### src/design/beat_phase_tracker_macros.svh
// Assertion macros for the beat phase tracker.
// Included by the files that check their own logic; no other dependencies.
`ifndef BEAT_PHASE_TRACKER_MACROS_SVH
`define BEAT_PHASE_TRACKER_MACROS_SVH

`ifndef SYNTHESIS
`define BPT_ASSERT_NEXT(lbl, clk, rstn, ante, cons, msg) \
  lbl: assert property (@(posedge clk) disable iff (!rstn) (ante) |=> (cons)) else $error(msg);
`define BPT_ASSERT_SAME(lbl, clk, rstn, ante, cons, msg) \
  lbl: assert property (@(posedge clk) disable iff (!rstn) (ante) |-> (cons)) else $error(msg);
`else
`define BPT_ASSERT_NEXT(lbl, clk, rstn, ante, cons, msg)
`define BPT_ASSERT_SAME(lbl, clk, rstn, ante, cons, msg)
`endif

`endif

### src/design/bpt_pkg.sv
// Shared types and constants for the beat phase tracker.
// Used by bpt_dp, bpt_ctrl and beat_phase_tracker; no dependencies.
`timescale 1ns / 1ps

package bpt_pkg;

  localparam int unsigned TimeWidthDef = 64;
  localparam int unsigned FracBits     = 8;

  localparam logic CmdFrame   = 1'b0;
  localparam logic CmdControl = 1'b1;

  localparam int unsigned FlagTimeRef = 0;
  localparam int unsigned FlagTempo   = 1;
  localparam int unsigned FlagProgram = 2;

  typedef struct packed {
    logic        cmd;
    logic [63:0] now_us;
    logic [2:0]  update_flags;
    logic [63:0] new_time_ref;
    logic [31:0] sync_beat_count;
    logic [31:0] new_period;
    logic [7:0]  new_program;
  } in_t;

  typedef struct packed {
    logic        active;
    logic [7:0]  fraction;
    logic [31:0] pattern_count;
    logic        beat_seen;
    logic [7:0]  program_res;
  } out_t;

  typedef struct packed {
    logic ld_item;
    logic ref_upd;
    logic tempo_upd;
    logic prog_upd;
    logic chk;
    logic div_init;
    logic div_step;
    logic win_next;
    logic win_last;
    logic frac_init;
    logic frac_spec;
    logic frac_step;
    logic cnt_upd;
    logic out_load;
  } ctl_cmd_t;

  typedef struct packed {
    logic active;
    logic need_step;
    logic div_last;
    logic frac_zero;
    logic frac_full;
    logic frac_last;
    logic out_free;
  } dp_stat_t;

endpackage

### src/design/bpt_dp.sv
// Datapath: beat state, remainder divider, fraction unit and result register.
// Depends on bpt_pkg; driven by bpt_ctrl.
`timescale 1ns / 1ps

module bpt_dp #(
  parameter int unsigned TIME_WIDTH = bpt_pkg::TimeWidthDef
) (
  input  logic               clk_i,
  input  logic               rst_ni,
  input  bpt_pkg::in_t       in_i,
  input  bpt_pkg::ctl_cmd_t  cmd_i,
  output bpt_pkg::dp_stat_t  stat_o,
  output logic               out_valid_o,
  input  logic               out_stall_i,
  output bpt_pkg::out_t      out_o
);

  localparam int unsigned TW   = TIME_WIDTH;
  localparam int unsigned CntW = $clog2(TIME_WIDTH);
  localparam int unsigned FcW  = $clog2(bpt_pkg::FracBits);

  logic [TW-1:0] ref_q, last_q, next_q;
  logic [31:0]   period_q, counter_q, pending_q;
  logic [7:0]    prog_q, prev_q;
  logic          out_valid_q;

  logic [TW-1:0] now_q, tref_q;
  logic [2:0]    flags_q;
  logic [31:0]   sync_q, nper_q;
  logic [7:0]    nprog_q;
  logic [31:0]   shown_q;
  logic [7:0]    acc_q;
  logic          seen_q, fact_q;
  logic [TW-1:0] d_q, part_q, whole_q;
  logic [31:0]   rem_q;
  logic [CntW-1:0] div_cnt_q;
  logic [FcW-1:0]  frac_cnt_q;
  bpt_pkg::out_t   out_q;

  logic [TW-1:0] per_ext, nper_ext, ref_last, next_adj, adj, half;
  logic [32:0]   sh, sh_sub;
  logic          sh_ge, bit_ge, seen_now, tempo_start;
  logic [31:0]   rem_nxt, inc;

  assign per_ext     = TW'(period_q);
  assign nper_ext    = TW'(nper_q);
  assign ref_last    = last_q - tref_q + next_q;
  assign sh          = {rem_q, d_q[TW-1]};
  assign sh_sub      = sh - {1'b0, period_q};
  assign sh_ge       = sh >= {1'b0, period_q};
  assign rem_nxt     = sh_ge ? sh_sub[31:0] : sh[31:0];
  assign adj         = (rem_q != '0) ? TW'(period_q - rem_q) : '0;
  assign next_adj    = now_q + adj;
  assign half        = whole_q >> 1;
  assign bit_ge      = part_q >= half;
  assign inc         = counter_q + 32'd1;
  assign seen_now    = prev_q > acc_q;
  assign tempo_start = (ref_q == '0) && (nper_q != '0);

  assign stat_o.active    = (ref_q != '0) && (period_q != '0);
  assign stat_o.need_step = next_q < now_q;
  assign stat_o.div_last  = div_cnt_q == '0;
  assign stat_o.frac_zero = whole_q == '0;
  assign stat_o.frac_full = part_q >= whole_q;
  assign stat_o.frac_last = frac_cnt_q == FcW'(bpt_pkg::FracBits - 1);
  assign stat_o.out_free  = !out_valid_q || !out_stall_i;

  always_ff @(posedge clk_i or negedge rst_ni) begin
    if (!rst_ni) begin
      ref_q       <= '0;
      last_q      <= '0;
      next_q      <= '0;
      period_q    <= '0;
      counter_q   <= '0;
      pending_q   <= '0;
      prog_q      <= '0;
      prev_q      <= '0;
      out_valid_q <= 1'b0;
    end else begin
      if (cmd_i.ref_upd && flags_q[bpt_pkg::FlagTimeRef]) begin
        ref_q     <= tref_q;
        last_q    <= ref_last;
        next_q    <= tref_q;
        pending_q <= sync_q;
      end
      if (cmd_i.tempo_upd && flags_q[bpt_pkg::FlagTempo]) begin
        period_q <= nper_q;
        if (tempo_start) begin
          ref_q  <= now_q;
          last_q <= now_q;
          next_q <= now_q + nper_ext;
        end
      end
      if (cmd_i.prog_upd && flags_q[bpt_pkg::FlagProgram]) begin
        prog_q <= nprog_q;
      end
      if (cmd_i.win_next) begin
        next_q <= next_adj;
      end
      if (cmd_i.win_last) begin
        last_q <= next_q - per_ext;
      end
      if (cmd_i.cnt_upd) begin
        prev_q <= acc_q;
        if (seen_now) begin
          counter_q <= (pending_q > inc) ? pending_q : inc;
        end
      end
      if (cmd_i.out_load) begin
        out_valid_q <= 1'b1;
      end else if (!out_stall_i) begin
        out_valid_q <= 1'b0;
      end
    end
  end

  always_ff @(posedge clk_i) begin
    if (cmd_i.ld_item) begin
      now_q   <= in_i.now_us[TW-1:0];
      tref_q  <= in_i.new_time_ref[TW-1:0];
      flags_q <= in_i.update_flags;
      sync_q  <= in_i.sync_beat_count;
      nper_q  <= in_i.new_period;
      nprog_q <= in_i.new_program;
      shown_q <= counter_q;
      acc_q   <= '0;
      seen_q  <= 1'b0;
      fact_q  <= 1'b0;
    end
    if (cmd_i.chk) begin
      fact_q <= stat_o.active;
    end
    if (cmd_i.div_init) begin
      d_q       <= now_q - next_q;
      rem_q     <= '0;
      div_cnt_q <= CntW'(TW - 1);
    end
    if (cmd_i.div_step) begin
      rem_q     <= rem_nxt;
      d_q       <= d_q << 1;
      div_cnt_q <= div_cnt_q - 1'b1;
    end
    if (cmd_i.frac_init) begin
      part_q     <= now_q - last_q;
      whole_q    <= next_q - last_q;
      frac_cnt_q <= '0;
    end
    if (cmd_i.frac_spec) begin
      acc_q <= stat_o.frac_zero ? 8'h00 : 8'hFF;
    end
    if (cmd_i.frac_step) begin
      whole_q    <= half;
      acc_q      <= {acc_q[6:0], bit_ge};
      frac_cnt_q <= frac_cnt_q + 1'b1;
      if (bit_ge) begin
        part_q <= part_q - half;
      end
    end
    if (cmd_i.cnt_upd && seen_now) begin
      seen_q <= 1'b1;
    end
    if (cmd_i.out_load) begin
      out_q.active        <= fact_q;
      out_q.fraction      <= acc_q;
      out_q.pattern_count <= shown_q;
      out_q.beat_seen     <= seen_q;
      out_q.program_res   <= prog_q;
    end
  end

  assign out_valid_o = out_valid_q;
  assign out_o       = out_q;

endmodule

### src/design/bpt_ctrl.sv
// Controller: sequences control updates and frame processing in bpt_dp.
// Depends on bpt_pkg and beat_phase_tracker_macros.svh.
`timescale 1ns / 1ps
`include "beat_phase_tracker_macros.svh"

module bpt_ctrl (
  input  logic               clk_i,
  input  logic               rst_ni,
  input  logic               in_valid_i,
  input  logic               in_cmd_i,
  output logic               in_stall_o,
  input  bpt_pkg::dp_stat_t  stat_i,
  output bpt_pkg::ctl_cmd_t  cmd_o
);

  localparam logic [3:0] SIdle  = 4'd0;
  localparam logic [3:0] SCref  = 4'd1;
  localparam logic [3:0] SCtmp  = 4'd2;
  localparam logic [3:0] SCprg  = 4'd3;
  localparam logic [3:0] SFchk  = 4'd4;
  localparam logic [3:0] SFdiv  = 4'd5;
  localparam logic [3:0] SFadj  = 4'd6;
  localparam logic [3:0] SFlast = 4'd7;
  localparam logic [3:0] SFinit = 4'd8;
  localparam logic [3:0] SFspec = 4'd9;
  localparam logic [3:0] SFbits = 4'd10;
  localparam logic [3:0] SFcnt  = 4'd11;
  localparam logic [3:0] SDone  = 4'd12;

  logic [3:0] state_q, state_d;

  assign in_stall_o = state_q != SIdle;

  always_comb begin
    cmd_o   = '0;
    state_d = state_q;
    case (state_q)
      SIdle: begin
        if (in_valid_i) begin
          cmd_o.ld_item = 1'b1;
          state_d = (in_cmd_i == bpt_pkg::CmdControl) ? SCref : SFchk;
        end
      end
      SCref: begin
        cmd_o.ref_upd = 1'b1;
        state_d = SCtmp;
      end
      SCtmp: begin
        cmd_o.tempo_upd = 1'b1;
        state_d = SCprg;
      end
      SCprg: begin
        cmd_o.prog_upd = 1'b1;
        state_d = SDone;
      end
      SFchk: begin
        cmd_o.chk = 1'b1;
        if (!stat_i.active) begin
          state_d = SDone;
        end else if (stat_i.need_step) begin
          cmd_o.div_init = 1'b1;
          state_d = SFdiv;
        end else begin
          state_d = SFinit;
        end
      end
      SFdiv: begin
        cmd_o.div_step = 1'b1;
        if (stat_i.div_last) begin
          state_d = SFadj;
        end
      end
      SFadj: begin
        cmd_o.win_next = 1'b1;
        state_d = SFlast;
      end
      SFlast: begin
        cmd_o.win_last = 1'b1;
        state_d = SFinit;
      end
      SFinit: begin
        cmd_o.frac_init = 1'b1;
        state_d = SFspec;
      end
      SFspec: begin
        if (stat_i.frac_zero || stat_i.frac_full) begin
          cmd_o.frac_spec = 1'b1;
          state_d = SFcnt;
        end else begin
          state_d = SFbits;
        end
      end
      SFbits: begin
        cmd_o.frac_step = 1'b1;
        if (stat_i.frac_last) begin
          state_d = SFcnt;
        end
      end
      SFcnt: begin
        cmd_o.cnt_upd = 1'b1;
        state_d = SDone;
      end
      SDone: begin
        if (stat_i.out_free) begin
          cmd_o.out_load = 1'b1;
          state_d = SIdle;
        end
      end
      default: begin
        state_d = SIdle;
      end
    endcase
  end

  always_ff @(posedge clk_i or negedge rst_ni) begin
    if (!rst_ni) begin
      state_q <= SIdle;
    end else begin
      state_q <= state_d;
    end
  end

  `BPT_ASSERT_NEXT(a_div_hold, clk_i, rst_ni, (state_q == SFdiv) && !stat_i.div_last, state_q == SFdiv, "divider left before last step")
  `BPT_ASSERT_NEXT(a_inactive_skip, clk_i, rst_ni, (state_q == SFchk) && !stat_i.active, state_q == SDone, "inactive frame not sent to result")
  `BPT_ASSERT_NEXT(a_done_release, clk_i, rst_ni, (state_q == SDone) && stat_i.out_free, state_q == SIdle, "result not released when output free")
  `BPT_ASSERT_SAME(a_div_active, clk_i, rst_ni, state_q == SFdiv, stat_i.active, "dividing with zero period or reference")

endmodule

### src/design/beat_phase_tracker.sv
// Flow from accepted item to result valid: a control item runs the reference, tempo and
// program updates; an inactive frame goes straight to the result; an active frame steps
// the window in the divider if needed (one remainder bit per cycle), then one fraction bit
// per cycle, skipped for an empty or full window. Output stalls delay the result of each.
// Throughput: one item at a time; the next item is taken the cycle after the result loads.
// Reset: rst_ni clears all beat state, program and count to zero, no clearing pass.
`timescale 1ns / 1ps

module beat_phase_tracker #(
  parameter int unsigned TIME_WIDTH = bpt_pkg::TimeWidthDef
) (
  input  logic          clk_i,
  input  logic          rst_ni,
  input  logic          in_valid_i,
  output logic          in_stall_o,
  input  bpt_pkg::in_t  in_i,
  output logic          out_valid_o,
  input  logic          out_stall_i,
  output bpt_pkg::out_t out_o
);

  bpt_pkg::ctl_cmd_t ctl_cmd;
  bpt_pkg::dp_stat_t dp_stat;

  bpt_ctrl u_ctrl (
    .clk_i      (clk_i),
    .rst_ni     (rst_ni),
    .in_valid_i (in_valid_i),
    .in_cmd_i   (in_i.cmd),
    .in_stall_o (in_stall_o),
    .stat_i     (dp_stat),
    .cmd_o      (ctl_cmd)
  );

  bpt_dp #(
    .TIME_WIDTH (TIME_WIDTH)
  ) u_dp (
    .clk_i       (clk_i),
    .rst_ni      (rst_ni),
    .in_i        (in_i),
    .cmd_i       (ctl_cmd),
    .stat_o      (dp_stat),
    .out_valid_o (out_valid_o),
    .out_stall_i (out_stall_i),
    .out_o       (out_o)
  );

endmodule

### config.mk
export PLATFORM = sky130hd
export DESIGN_NAME = beat_phase_tracker
export DESIGN_NICKNAME = d
export VERILOG_FILES = /design/src/design/bpt_pkg.sv /design/src/design/bpt_dp.sv /design/src/design/bpt_ctrl.sv /design/src/design/beat_phase_tracker.sv
export VERILOG_INCLUDE_DIRS = /design/src /design/src/design
export SDC_FILE = /design/constraint.sdc
export NUM_CORES = 2
export LEC_CHECK = 0
export ABC_AREA = 1
export BUFFER_PORTS_ARGS = -buffer_cell sky130_fd_sc_hd__clkbuf_2
export CAP_MARGIN = 20
export CORE_ASPECT_RATIO = 0.75
export CORE_MARGIN = 1
export CORE_UTILIZATION = 31
export CTS_CLUSTER_DIAMETER = 200
export CTS_CLUSTER_SIZE = 40
export DETAILED_ROUTE_END_ITERATION = 7
export GPL_TIMING_DRIVEN = 1
export PLACE_DENSITY = 0.53
export REMOVE_ABC_BUFFERS = 1
export SLEW_MARGIN = 20
export SYNTH_ARGS = -nofsm -noshare
export SYNTH_HDL_FRONTEND = slang
export SYNTH_SLANG_ARGS = --single-unit
### constraint.sdc
create_clock -name clk_i -period 21.1 [get_ports clk_i]
set_clock_uncertainty 0.1 [all_clocks]
set_input_delay 1.055 -clock clk_i [delete_from_list [all_inputs] [get_ports clk_i]]
set_output_delay 1.055 -clock clk_i [all_outputs]
set_load 0.02 [all_outputs]
==> run_results.csv <==
group,metric,value,unit
status,status,"completed",
die,die_area,267000,um2
placement,io_buffers,259,
global_route,track_usage,0.335,
sta,max_freq,167,MHz
sta,period_share,0.284,
run,maxCapViolations,0,
global_route,antenna_found_initial,12,
setup_path,path_class,"flop to flop",
sta,fin_ws,15.11,ns
finish,final_net_count,14176,
finish,final_common_cell,"nand2_1",
setup_path,cp.required,21.76,ns
sta,rsz0062_at_grt,"no",
clocking,cts_tree,"yes",
global_route,grt_util_met3,0.133,
finish,area_growth,8.33,%
sta,worst_slew_pin_slew,1.29,ns
route,via_count,90863,
route,drt_pre_antenna_iters,7,
clocking,post-cts-setup-buffers,0,
clocking,cts.path.max_buffers,3,
route,routed_wl,464,mm
die,coreArea,263000,um2
setup_path,path_max_fanout,31,
synth,ys_seq_area_frac,0.279,
clocking,cts_resized,0,
placement,place_ws,15.43,ns
finish,fin_area,89000,um2
synth,ys.warnings.count,0,
global_route,grt_pass1_wl,634,mm
sta,hold_viol,0,
setup_path,end_kind,"flop",
clocking,cts_sinks,837,
setup_path,r2r_setup_slack,15.11,ns
die,initial_core_util,0.312,
die,pin_count,260,
sta,relSlewSlack,0.138,
clocking,clkLatencyLatePin,0.84,ns
route,drt_iter0_drc,14101,
die,die_y,448,um
setup_path,cp_data_arrival_time,6.64,ns
placement,post_dp_cell_area,88000,um2
setup_path,worstRegToRegCells,24,
clocking,cts_root_buffer,"clkbuf_16",
sta,setup_violations,0,
route,post-route-drc-count,0,
synth,synth_edf_count,461,
route,antenna_left,0,
placement,hpwl,398,mm
die,rows,163,
hold_path,hp-class,"input port to async pin",
finish,final_cell_mix,"nand2_1 (4071), inv_1 (2307), nor2_1 (1389)",
route,wl_per_cell,27.6,um
global_route,grt_max_degree,132,
clocking,cts_hold_buf,0,
global_route,met2_usage,0.421,
clocking,cts_buffers,28,
clocking,h-tree-depth,1,
global_route,use_met1,0.514,
route,viasPerCell,5.39,
synth,syn_area,82200,um2
sta,fin_hold_ws,0.156,ns
synth,syn_avg_cell_area,6.29,um2
sta,fin_crit,5.99,ns
sta,drv_slew,0,
global_route,grt_pass1_vias,79494,
finish,drive_gt1_frac,0.0419,
global_route,grt_overflow,0,
synth,synthCells,13072,
clocking,path_clk_slew,0.20,ns
synth,async_flop_share,0.369,
setup_path,startpoint_type,"flop",
global_route,grt_most_used_layer,"met1",
synth,synth.ff_latch_count,837,
placement,gp_congestion,1.15,
synth,synth_ff_type,"edfxtp_1",
sta,setup_tns,0,ns
die,die_w,597,um
synth,synth.distinct_cells,54,
worst max-delay path, stage by stage (launching register included):
cell and delay (ns):
dfrtp_1 0.57, inv_1 0.22, fa_1 0.42, inv_1 0.09, nand3_1 0.07, nand2_1 0.16
nand2_1 0.07, nand2_1 0.17, nand2_1 0.08, nand3_1 0.24, nand2_1 0.38, nand2_1 0.21
inv_1 0.05, buf_4 0.27, ha_1 0.45, nand2_1 0.14, nor2_1 0.17, inv_1 0.09
nor2_1 0.25, inv_1 0.21, nor2_1 0.47, nand3_1 0.42, nand4_1 0.22, nand3_1 0.19
nand2_1 0.20
flip-flops by register name (all words and copies together), names as in the netlist, 4 cells and up:
register and cells:
u_dp.acc_q 8, u_dp.next_q 64, u_dp.whole_q 64, u_dp.nprog_q 8, u_dp.prev_q 8, u_dp.prog_q 8, u_dp.div_cnt_q 6, u_dp.ref_q 64
u_dp.out_o 50, u_dp.pending_q 32, u_dp.tref_q 64, u_dp.shown_q 32, u_dp.nper_q 32, u_dp.rem_q 32, u_dp.period_q 32, u_dp.part_q 64
u_dp.d_q 64, u_dp.now_q 64, u_dp.sync_q 32, u_ctrl.state_q 4, u_dp.last_q 64, u_dp.counter_q 32
layout make-up:
| cell class | count | area (um2) |
|---|---|---|
| Antenna cell | 5 | 12.5 |
| Clock buffer | 40 | 788 |
| Clock inverter | 12 | 194 |
| Fill cell | 29599 | 174000 |
| Inverter | 2325 | 8740 |
| Multi-Input combinational cell | 9716 | 49800 |
| Sequential cell | 837 | 22900 |
| Tap cell | 3547 | 4440 |
| Timing Repair Buffer | 370 | 2150 |
metrics by stage:
stage	util	std cells
3_5_place_dp	0.334	16795
2_1_floorplan	-	12878
4_1_cts	0.338	16847
6_report	0.338	16852
5_1_grt	0.338	16849
3_3_place_gp	0.334	16795
routing by layer:
layer	vias up	part of all wire
met4	12	0.028
met2	5346	0.35
met3	485	0.15
li1	42111	-
met1	42909	0.47
met5	-	0.00082
cell usage after synthesis (all sizes together), types with 16 or more instances:
cell    count  area, um2
a21boi     16        120
a21o       26        195
a21oi     801       4010
a31oi      43        269
and2       16        100
buf        76        409
clkbuf    118        448
dfrtp     309       7730
dfxtp      67       1340
edfxtp    461      13800
fa         72       1440
ha        618       7730
inv      2323       8720
nand2    4082      15400
nand3     836       4210
nand3b     66        495
nand4     200       1250
nor2     1408       5320
nor3      147        756
nor4       40        250
o211ai     54        405
o21a       19        143
o21ai     850       4260
o21bai     83        623
or2        72        450
xnor2     121       1060
xor2      109        955
path summary, 6_finish.rpt:
kind | start | end
worst min-delay path | rst_ni | u_dp.ref_q[21]
min in group clk_i | in_i[113] | u_dp.tref_q[41]
worst max register to register | u_dp.period_q[1] | u_dp.next_q[46]
worst min register to register | u_dp.shown_q[27] | u_dp.out_o[36]
worst max-delay path | u_dp.period_q[1] | u_dp.next_q[46]
max in group asynchronous | rst_ni | u_dp.ref_q[49]
kinds of logic after synthesis:
kind of cell               Yosys count  synth area share
xor gates and xnor gates           230            0.0245
adders and majority gates          690             0.112
muxes                                8           0.00110
buffers and inverters             2519             0.117
AOI/OAI and AO/OA                 1908             0.123
DFF                                837             0.279
and+or+nand+nor                   6880             0.344
Power is left out: the tool's default activity adds up to more than one toggle a clock period on the data nets, which glitch-free logic cannot reach.
